===== src/sv/cwmc_pkg.sv =====
// ----------------------------------------------------------------------------
// cwmc_pkg
// Shared widths and handshake structs for the chroma-weighted mean colour core.
// ----------------------------------------------------------------------------
package cwmc_pkg;

  localparam int unsigned ChanW  = 8;
  localparam int unsigned ProdW  = 16;
  localparam int unsigned AccW   = 32;
  localparam int unsigned WaccW  = 24;
  localparam int unsigned NumCh  = 3;
  localparam int unsigned ChSelW = 2;

  typedef struct packed {
    logic             start;
    logic [AccW-1:0]  dividend;
    logic [WaccW-1:0] divisor;
  } div_req_t;

  typedef struct packed {
    logic             busy;
    logic             done;
    logic [ChanW-1:0] quotient;
  } div_rsp_t;

endpackage


===== src/sv/cwmc_div.sv =====
// ----------------------------------------------------------------------------
// cwmc_div
// Restoring divider, one quotient bit per cycle. Keeps the low quotient byte.
// ----------------------------------------------------------------------------
module cwmc_div import cwmc_pkg::*; (
  input  logic     clk_i,
  input  logic     rst_ni,
  input  div_req_t req_i,
  output div_rsp_t rsp_o
);

  localparam int unsigned CntW = $clog2(AccW);

  logic             busy_q, busy_d;
  logic             done_q, done_d;
  logic [CntW-1:0]  cnt_q, cnt_d;
  logic [AccW-1:0]  dvd_q, dvd_d;
  logic [WaccW-1:0] dvs_q, dvd_s_d;
  logic [WaccW-1:0] rem_q, rem_d;
  logic [ChanW-1:0] quo_q, quo_d;
  logic [WaccW:0]   trial;
  logic [WaccW:0]   diff;
  logic             ge;

  assign trial = {rem_q, dvd_q[AccW-1]};
  assign ge    = trial >= {1'b0, dvs_q};
  assign diff  = trial - {1'b0, dvs_q};

  always_comb begin
    busy_d  = busy_q;
    done_d  = 1'b0;
    cnt_d   = cnt_q;
    dvd_d   = dvd_q;
    dvd_s_d = dvs_q;
    rem_d   = rem_q;
    quo_d   = quo_q;
    if (req_i.start && !busy_q) begin
      busy_d  = 1'b1;
      cnt_d   = '0;
      dvd_d   = req_i.dividend;
      dvd_s_d = req_i.divisor;
      rem_d   = '0;
      quo_d   = '0;
    end else if (busy_q) begin
      // The remainder stays below the divisor, so it fits back in WaccW bits.
      rem_d = ge ? diff[WaccW-1:0] : trial[WaccW-1:0];
      quo_d = {quo_q[ChanW-2:0], ge};
      dvd_d = {dvd_q[AccW-2:0], 1'b0};
      cnt_d = cnt_q + 1'b1;
      if (cnt_q == CntW'(AccW - 1)) begin
        busy_d = 1'b0;
        done_d = 1'b1;
      end
    end
  end

  always_ff @(posedge clk_i or negedge rst_ni) begin
    if (!rst_ni) begin
      busy_q <= 1'b0;
      done_q <= 1'b0;
      cnt_q  <= '0;
    end else begin
      busy_q <= busy_d;
      done_q <= done_d;
      cnt_q  <= cnt_d;
    end
  end

  always_ff @(posedge clk_i) begin
    dvd_q <= dvd_d;
    dvs_q <= dvd_s_d;
    rem_q <= rem_d;
    quo_q <= quo_d;
  end

  assign rsp_o.busy     = busy_q;
  assign rsp_o.done     = done_q;
  assign rsp_o.quotient = quo_q;

endmodule


===== src/sv/chroma_weighted_mean_colour_core.sv =====
// Non-sampled pixel: taken in the idle state, which then stays ready for the next one.
// Sampled pixel: taken, then the shared 8x8 multiplier updates each channel sum in turn.
// Frame end: three 32-step divisions on one restoring divider before the result is
// registered; the input stays stalled until then, so the next frame waits.
// Reset is asynchronous and clears all sums, the sample phase and the result valid.
// ----------------------------------------------------------------------------
// chroma_weighted_mean_colour_core
// Accumulates chroma-weighted channel sums over every SAMPLE_STRIDE-th pixel of an
// RGB565 frame and emits the weighted mean colour after the last pixel.
// ----------------------------------------------------------------------------
module chroma_weighted_mean_colour_core import cwmc_pkg::*; #(
  parameter int unsigned SAMPLE_STRIDE = 4
) (
  input  logic             clk_i,
  input  logic             rst_ni,
  input  logic             in_valid_i,
  output logic             in_stall_o,
  input  logic [15:0]      pixel_i,
  input  logic             frame_end_i,
  output logic             out_valid_o,
  input  logic             out_stall_i,
  output logic [ChanW-1:0] red_o,
  output logic [ChanW-1:0] green_o,
  output logic [ChanW-1:0] blue_o
);

  localparam logic [1:0] StIdle = 2'd0;
  localparam logic [1:0] StMac  = 2'd1;
  localparam logic [1:0] StDiv  = 2'd2;
  localparam logic [1:0] StOut  = 2'd3;

  localparam logic [ChSelW-1:0] ChLast = ChSelW'(NumCh - 1);

  logic [1:0]        state_q, state_d;
  logic [1:0]        phase_q, phase_d;
  logic [2:0]        phase_inc;
  logic [ChSelW-1:0] chan_q, chan_d;
  logic              last_q, last_d;
  logic              go_q, go_d;
  logic              out_valid_q, out_valid_d;

  logic [AccW-1:0]   acc_q [NumCh];
  logic [WaccW-1:0]  wacc_q;
  logic [ChanW-1:0]  ch_q  [NumCh];
  logic [ChanW-1:0]  w_q;
  logic [ChanW-1:0]  res_q [NumCh];
  logic [ChanW-1:0]  out_q [NumCh];

  logic [ChanW-1:0]  r_x, g_x, b_x, mx, mn, w_x;
  logic [ProdW-1:0]  prod;
  logic              accept;
  logic              load_out;
  logic              clear_acc;
  div_req_t          div_req;
  div_rsp_t          div_rsp;

  assign r_x = {pixel_i[15:11], 3'b000};
  assign g_x = {pixel_i[10:5], 2'b00};
  assign b_x = {pixel_i[4:0], 3'b000};

  always_comb begin
    mx = (r_x > g_x) ? r_x : g_x;
    mx = (mx > b_x) ? mx : b_x;
    mn = (r_x < g_x) ? r_x : g_x;
    mn = (mn < b_x) ? mn : b_x;
  end

  // The spread is at most 252, so the weight fits in a byte.
  assign w_x       = mx - mn + 8'd1;
  assign prod      = ch_q[chan_q] * w_q;
  assign accept    = in_valid_i && (state_q == StIdle);
  assign phase_inc = {1'b0, phase_q} + 3'd1;
  assign load_out  = (state_q == StOut) && (!out_valid_q || !out_stall_i);
  assign clear_acc = load_out;

  assign div_req.start    = go_q;
  assign div_req.dividend = acc_q[chan_q];
  assign div_req.divisor  = wacc_q;

  cwmc_div u_div (
    .clk_i  (clk_i),
    .rst_ni (rst_ni),
    .req_i  (div_req),
    .rsp_o  (div_rsp)
  );

  always_comb begin
    state_d     = state_q;
    phase_d     = phase_q;
    chan_d      = chan_q;
    last_d      = last_q;
    go_d        = 1'b0;
    out_valid_d = out_valid_q;
    if (out_valid_q && !out_stall_i) begin
      out_valid_d = 1'b0;
    end
    case (state_q)
      StIdle: begin
        if (accept) begin
          last_d  = frame_end_i;
          chan_d  = '0;
          phase_d = (phase_inc >= 3'(SAMPLE_STRIDE)) ? 2'd0 : phase_inc[1:0];
          if (frame_end_i) begin
            phase_d = 2'd0;
          end
          if (phase_q == 2'd0) begin
            state_d = StMac;
          end else if (frame_end_i) begin
            state_d = StDiv;
            go_d    = 1'b1;
          end
        end
      end
      StMac: begin
        if (chan_q == ChLast) begin
          chan_d = '0;
          if (last_q) begin
            state_d = StDiv;
            go_d    = 1'b1;
          end else begin
            state_d = StIdle;
          end
        end else begin
          chan_d = chan_q + 1'b1;
        end
      end
      StDiv: begin
        if (div_rsp.done) begin
          if (chan_q == ChLast) begin
            state_d = StOut;
          end else begin
            chan_d = chan_q + 1'b1;
            go_d   = 1'b1;
          end
        end
      end
      StOut: begin
        if (load_out) begin
          out_valid_d = 1'b1;
          state_d     = StIdle;
        end
      end
      default: begin
        state_d = StIdle;
      end
    endcase
  end

  always_ff @(posedge clk_i or negedge rst_ni) begin
    if (!rst_ni) begin
      state_q     <= StIdle;
      phase_q     <= 2'd0;
      chan_q      <= '0;
      last_q      <= 1'b0;
      go_q        <= 1'b0;
      out_valid_q <= 1'b0;
      wacc_q      <= '0;
      for (int i = 0; i < NumCh; i++) begin
        acc_q[i] <= '0;
      end
    end else begin
      state_q     <= state_d;
      phase_q     <= phase_d;
      chan_q      <= chan_d;
      last_q      <= last_d;
      go_q        <= go_d;
      out_valid_q <= out_valid_d;
      if (clear_acc) begin
        wacc_q <= '0;
        for (int i = 0; i < NumCh; i++) begin
          acc_q[i] <= '0;
        end
      end else if (state_q == StMac) begin
        acc_q[chan_q] <= acc_q[chan_q] + AccW'(prod);
        if (chan_q == '0) begin
          wacc_q <= wacc_q + WaccW'(w_q);
        end
      end
    end
  end

  always_ff @(posedge clk_i) begin
    if (accept) begin
      ch_q[0] <= r_x;
      ch_q[1] <= g_x;
      ch_q[2] <= b_x;
      w_q     <= w_x;
    end
    if (state_q == StDiv && div_rsp.done) begin
      res_q[chan_q] <= div_rsp.quotient;
    end
    if (load_out) begin
      // A zero weight sum can only come from wrap-around; the mean is then zero.
      for (int i = 0; i < NumCh; i++) begin
        out_q[i] <= (wacc_q == '0) ? '0 : res_q[i];
      end
    end
  end

  assign in_stall_o  = (state_q != StIdle);
  assign out_valid_o = out_valid_q;
  assign red_o       = out_q[0];
  assign green_o     = out_q[1];
  assign blue_o      = out_q[2];

endmodule


===== config.mk =====
export PLATFORM = sky130hd
export DESIGN_NAME = chroma_weighted_mean_colour_core
export DESIGN_NICKNAME = d
export VERILOG_FILES = /design/src/sv/cwmc_pkg.sv /design/src/sv/cwmc_div.sv /design/src/sv/chroma_weighted_mean_colour_core.sv
export SDC_FILE = /design/constraint.sdc
export NUM_CORES = 1
export LEC_CHECK = 0
export BUFFER_PORTS_ARGS = -buffer_cell sky130_fd_sc_hd__buf_2
export CAP_MARGIN = 20
export CELL_PAD_IN_SITES_DETAIL_PLACEMENT = 1
export CELL_PAD_IN_SITES_GLOBAL_PLACEMENT = 1
export CORE_UTILIZATION = 45
export DETAILED_ROUTE_END_ITERATION = 10
export GPL_ROUTABILITY_DRIVEN = 0
export HOLD_SLACK_MARGIN = 0.12
export PLACE_DENSITY_LB_ADDON = 0.2
export SLEW_MARGIN = 25
export SYNTH_ARGS = -nofsm -noshare
export SYNTH_HDL_FRONTEND = slang
export SYNTH_SLANG_ARGS = --single-unit

===== constraint.sdc =====
create_clock -name clk_i -period 5.94 [get_ports clk_i]
set_input_delay 0.297 -clock clk_i [delete_from_list [all_inputs] [get_ports clk_i]]
set_output_delay 0.297 -clock clk_i [all_outputs]
set_load 0.005 [all_outputs]

Yosys cells after proc, flatten, opt, wreduce, memory -nomap -nowiden

Memory sizes are Yosys's and may differ from the RTL's.
Cells that the tools add are included.

Multiplexer cells: 62
$lt $le $gt $ge: 8
Add/sub/neg operators: 8
Equality and inequality tests: 12
Multiply operators: 1
Reductions and logical operators: 23
Bitwise logic cells: 1

Operators with widths:

| kind                                         | number |
|---|---|
| two-way mux 96 bit                           | 2 |
| two-way mux 32 bit                           | 5 |
| bitwise mux 96 bit                           | 1 |
| two-way mux 24 bit                           | 4 |
| binary-select mux 32 bit (select 2 bit)      | 1 |
| demux 32 bit (select 2 bit)                  | 1 |
| two-way mux 8 bit                            | 7 |
| adder 32 x 16 -> 32 bit                      | 1 |
| two-way mux 2 bit                            | 14 |
| >= comparator 25 x 24 -> 1 bit               | 1 |
| adder 24 x 8 -> 24 bit                       | 1 |
| zero test 24 bit                             | 1 |
| subtractor 24 bit                            | 1 |
| two-way mux 1 bit                            | 22 |
| > comparator 8 bit                           | 2 |
| less-than comparator 8 bit                   | 2 |
| multiplier 8 x 8 -> 16 bit                   | 1 |
| two-way mux 5 bit                            | 2 |
| != test 2 bit (second input constant)        | 5 |
| adder 8 x 1 -> 8 bit (second input constant) | 1 |
| one-hot mux 2 bit (4 select lines)           | 1 |
| nonzero test 2 bit                           | 4 |
| subtractor 8 bit                             | 1 |
| == test 2 bit (second input constant)        | 3 |
| 20 further kinds                             | 31 |

Output and inout bits: 26
RAM bits: 66
Word-level logic and storage cells: 136
Memories kept: 3
Register bits: 232

Memories:

| name  | words | width | rd ports | clocked after Yosys merged registers in | wr ports | RTL line                               | source |
|---|---|---|---|---|---|---|---|
| out_q | 3     | 8     | 3        | 0                                       | 3        | chroma_weighted_mean_colour_core.sv:47 | `logic [ChanW-1:0] out_q [NumCh];` |
| res_q | 3     | 8     | 3        | 0                                       | 1        | chroma_weighted_mean_colour_core.sv:46 | `logic [ChanW-1:0] res_q [NumCh];` |
| ch_q  | 3     | 6     | 1        | 0                                       | 3        | chroma_weighted_mean_colour_core.sv:44 | `logic [ChanW-1:0] ch_q [NumCh];` |

Depth between registers and ports, before layout

Depth after elaboration: 8
Gate-level depth with buffers: 25
Depth with buffers taken out: 22

By module

Synthesis repeated with hierarchy kept, for this count alone.

Cells, all modules: 1519
Area, all modules: 16373.2 sq um

By module, submodules not included:

| module                           | cells each | area an instance (sq um) | seq. area each (sq um) | instances |
|---|---|---|---|---|
| chroma_weighted_mean_colour_core | 1090       | 11523.6                  | 5330.1                 | 1 |
| cwmc_div                         | 429        | 4849.7                   | 2497.4                 | 1 |

Worst setup path after synthesis

No wires, ideal clock.

Path kind: reg-to-reg
Start: register chan_q[1]
End: register acc_q[29] in the netlist's numbering
Setup slack: -0.011 ns
Clock period less this slack: 5.951 ns
Path buffers: 4
Setup time: 0.131 ns
Cell stages (with the launch flop): 24
Arrival time: 5.820 ns
Path through: dfrtp_1 buf_2 buf_4 buf_2 clkbuf_1 nand2_1 o21ai_1 and2_1 fa_1 fa_1 fa_1 inv_1 fa_1 inv_1 ha_1 o21a_1 o21ai_0 a21oi_1 a221o_1 and4_1 o21ai_2 nor4_1 xnor2_1 o21ai_0

Cells in the longest elaborated chain, start to end: 8

Ends and longest elaborated chain:

| element                                                         | RTL line                                | source |
|---|---|---|
| from (decl)                                                     | chroma_weighted_mean_colour_core.sv:37  | `logic [ChSelW-1:0] chan_q, chan_d;` |
| from (signal assigned)                                          | chroma_weighted_mean_colour_core.sv:164 | `chan_q <= chan_d;` |
| branches (longest 5 deep; another with adder 32 x 16 -> 32 bit) | --                                      |  |
| bitwise mux 96 bit (*)                                          | chroma_weighted_mean_colour_core.sv:174 | `acc_q[chan_q] <= acc_q[chan_q] + AccW'(prod);` |
| two-way mux 96 bit (*)                                          | chroma_weighted_mean_colour_core.sv:173 | `end else if (state_q == StMac) begin` |
| two-way mux 96 bit (*)                                          | chroma_weighted_mean_colour_core.sv:168 | `if (clear_acc) begin` |
| to (signal, indexed assignment)                                 | chroma_weighted_mean_colour_core.sv:174 |  |
| to (decl)                                                       | chroma_weighted_mean_colour_core.sv:42  | `logic [AccW-1:0] acc_q [NumCh];` |

Mark *: on every way between the ends. The select of a mux whose other input is x is not followed.
A chain may end at the register's enable or synchronous reset.

Worst setup path in the final report

Start: register chan_q[0]
End: register acc_q[24] in the netlist's numbering

Same word-level chain as after synthesis.

==> run metrics <==
Fin Setup TNS 0 ns; worst-case setup margin in the final layout 0.2980 ns; net count of the finished layout 1,778; met2 wire length 20,050 µm; synth top area cells sky130_fd_sc_hd__edfxtp_1 (23%), sky130_fd_sc_hd__dfrtp_1 (21%), sky130_fd_sc_hd__ha_1 (8.3%), sky130_fd_sc_hd__nand2_1 (4.3%), sky130_fd_sc_hd__dfxtp_1 (3.9%); Worst Path Arrival 6.01 ns; worst-case reg-to-reg path depth 19; met3 layer wire length in the routed design 1218 µm; mean post-synth cell area 10.57 µm²; source-to-sink clock delay at the later pin of the worst-skew pair 0.53 ns; biggest area consumer among synthesized cells sky130_fd_sc_hd__edfxtp_1; effective utilization at floorplan 0.4593; total count of max-transition violations in the final report 0; number of antenna-violating nets in the routed design 0; number of cells produced by synthesis about 1,500; flip-flop and latch count after synthesis between 200 and 300; r2r endpoint acc_q[24]; worst setup path category flop to flop; Async S/R FF share, synth 0.4626; crit path from chan_q[0]; DPL Wire Length 27,790 µm; DR pass1 iterations 7; total routing usage reported by global routing 0.2249; run status complete, but fails checks; reg2reg setup slack 0.30 ns; Worst Tran Pin Value ~0.97 ns; pin count of the biggest net entering global routing 91; initial antenna violation count 0; average vias per placed instance about 5.5; vias in the first global route about 13,000; CTS tree built; CTS HTree Levels 2; Max Clock Skew around 0.018 ns; GR Overflow Total 0; syn_nets 1,710; crit start category flop; top-count cell post-synth sky130_fd_sc_hd__nand2_1; total clock sinks 294; post-route met1 wirelength 17,810 µm; y dimension of the die 192.8 µm; wirelength, routed between 40,000 and 50,000 µm; row cnt 69; top-level I/O count 47; IR drop worst, VDD 0.5795 mV; initial detailed-routing violation count about 530; violations in the final reports design-rule violations; maximum clock path buffer count 3; highest layer used for signal routing met4; final routed wire length divided by cell count approximately 19 µm; global-route wire length before repair 65,690 µm; Seq/Total Area, Yosys 0.4779; synth warn 0; Final setup viols 0; post-route minimum period between 5 and 6 ns; antenna diode instance count 0; overall via count from detail_route about 12,000; Hold Crit Depth 3; hold_ws between 0.2 and 0.25 ns; Synth top area share 0.2310; # placed instances 2,019; final std cell area, no fill 0.01859 mm²; die width roughly 190 µm; EDFF count, synth 126; IO buf count 46; Critical Path End acc_q[24]; cell area after synthesis 0.01638 mm²; CTS Buf Count 35; number of max-cap violations 0; clock-pin slew of the registers on the worst-case setup and hold paths approximately 0.060 ns; leakage power figure 8.138 nW; Root Buffer Master sky130_fd_sc_hd__clkbuf_16; Area after DPL 0.01713 mm²; worst endpoint required time 6.31 ns; DRC 10; class of the tightest hold or removal check input port to flop; critical path peak fanout 8; element type at the critical path end flop; Max Clock Freq 177.2 MHz; floorplan core area around 0.036 mm²; launch point of the worst reg-to-reg path chan_q[0]; Finished Layout Cells around 2,100; die area roughly 0.037 mm²; growth of design area from synthesis to finish 13.50%; final cycle utilization of the critical path 0.9498; commonest cells in the netlist sky130_fd_sc_hd__nand2_1 (188), sky130_fd_sc_hd__dfrtp_1 (136), sky130_fd_sc_hd__inv_1 (133); primary flip-flop cell chosen by synthesis mapping sky130_fd_sc_hd__dfrtp_1; final hold viol count 0; relative slew slack 0.3536; share of final-layout standard cells stronger than drive strength 1 0.1180; setup slack after placement -0.1259 ns; number of distinct library cells after synthesis 74; power density of the placed cells slightly below 600 mW/mm²
-- cells by family (layout without fill, tap and decap cells) --
group / Yosys count / count (layout) / synth area share
XOR/XNOR: 71 / 71 / 0.03797
flip-flops: 294 / 294 / 0.4779
buffers and inverters: 196 / 291 / 0.04752
AND/OR/NAND/NOR: 409 / 409 / 0.1208
AO/OA/AOI/OAI: 352 / 352 / 0.1393
multiplexers: 87 / 87 / 0.05531
adder cells (fa/ha/maj): 140 / 140 / 0.1212
-- report_power, final --
part | internal [mW] | switching [mW] | total [mW] | leakage [nW]
sequential | 2.63 | 0.283 | 2.92 | 3.33
combinational | 2.16 | 3.45 | 5.61 | 4.20
clock | 1.39 | 0.865 | 2.25 | 0.604
total | 6.18 | 4.60 | 10.8 | 8.14
-- area by class of cell --
class                   instances  area [µm²]
repair buffers                 93       636.9
multi-input cells            1059        7821
inverters                     134       503.0
well taps                     461       576.8
clock inverters                20       249.0
clock buffers                  44       972.2
flip-flops and latches        294        7830
fillers                      3828       17070
-- state kept, by name, summed over array words and instances, names as in the netlist, 2 cells and up --
| name | cells |
|---|---|
| chan_q | 2 |
| state_q | 2 |
| u_div.cnt_q | 5 |
| w_q | 6 |
| wacc_q | 24 |
| u_div.quo_q | 8 |
| res_q | 24 |
| out_q | 24 |
| phase_q | 2 |
| u_div.rem_q | 24 |
| u_div.dvd_q | 32 |
| ch_q | 16 |
| acc_q | 96 |
| u_div.dvs_q | 24 |
-- through the flow --
stage	total power, mW	util
after global placement	8.317	0.4803
after detailed placement	8.522	0.4803
after global routing	11.75	0.5214
after CTS	10.88	0.5200
after floorplan	6.946	-
final	10.78	0.5214
-- layer usage --
metal | GRT usage | vias up
met2 | 0.3995 | 145
met3 | 0.03073 | 65
li1 | - | 5569
met4 | 0.06905 | 0
met5 | 0 | -
met1 | 0.2814 | 5875
-- layout by cell type (no fill, tap or decap), drive strengths merged, types with 18 or more instances in the layout --
| cell type | n |
|---|---|
| a21o | 24 |
| dfxtp | 32 |
| nor2 | 61 |
| ha | 109 |
| edfxtp | 126 |
| o21ai | 153 |
| a22o | 57 |
| dfrtp | 136 |
| nand3 | 21 |
| nor2b | 34 |
| and3 | 22 |
| buf | 74 |
| xnor2 | 57 |
| mux2i | 62 |
| clkbuf | 44 |
| a21oi | 56 |
| dlygate4sd3 | 19 |
| fa | 31 |
| nand2 | 188 |
| inv | 137 |
| and2 | 18 |
| mux2 | 25 |
-- timing repair --
item                                    CTS  global route
endpoints found under the setup margin   15            36
endpoints found under the hold margin   109             0
buffers inserted                          0             3
pin swaps                                 0             4
hold buffers                             19             0
resized for setup                         1             7
-- critical path, stage by stage (launching register included) --
cell and delay, ns:
sky130_fd_sc_hd__dfrtp_2 0.50, sky130_fd_sc_hd__mux2i_2 0.27, sky130_fd_sc_hd__o21ai_2 0.12, sky130_fd_sc_hd__and2_1 0.19, sky130_fd_sc_hd__fa_1 0.48, sky130_fd_sc_hd__fa_1 0.54, sky130_fd_sc_hd__inv_1 0.06, sky130_fd_sc_hd__fa_1 0.50
sky130_fd_sc_hd__fa_1 0.54, sky130_fd_sc_hd__inv_1 0.04, sky130_fd_sc_hd__ha_1 0.35, sky130_fd_sc_hd__a21oi_1 0.16, sky130_fd_sc_hd__o21ai_0 0.09, sky130_fd_sc_hd__a221o_1 0.37, sky130_fd_sc_hd__nor2_1 0.10, sky130_fd_sc_hd__a21oi_1 0.10
sky130_fd_sc_hd__o41a_1 0.56, sky130_fd_sc_hd__nand3_1 0.17, sky130_fd_sc_hd__xnor2_1 0.18, sky130_fd_sc_hd__o21ai_0 0.14
-- worst min path at each step --
stage	from	end	slack (ns)
floorplan	rst_ni	acc_q[0]	0.001
global placement	rst_ni	acc_q[65]	0.44
detailed placement	rst_ni	phase_q[0]	0.44
CTS	in_valid_i	last_q	0.20
global route	in_valid_i	last_q	0.26
finish	in_valid_i	last_q	0.22
Power figures use the tool's default switching activity.
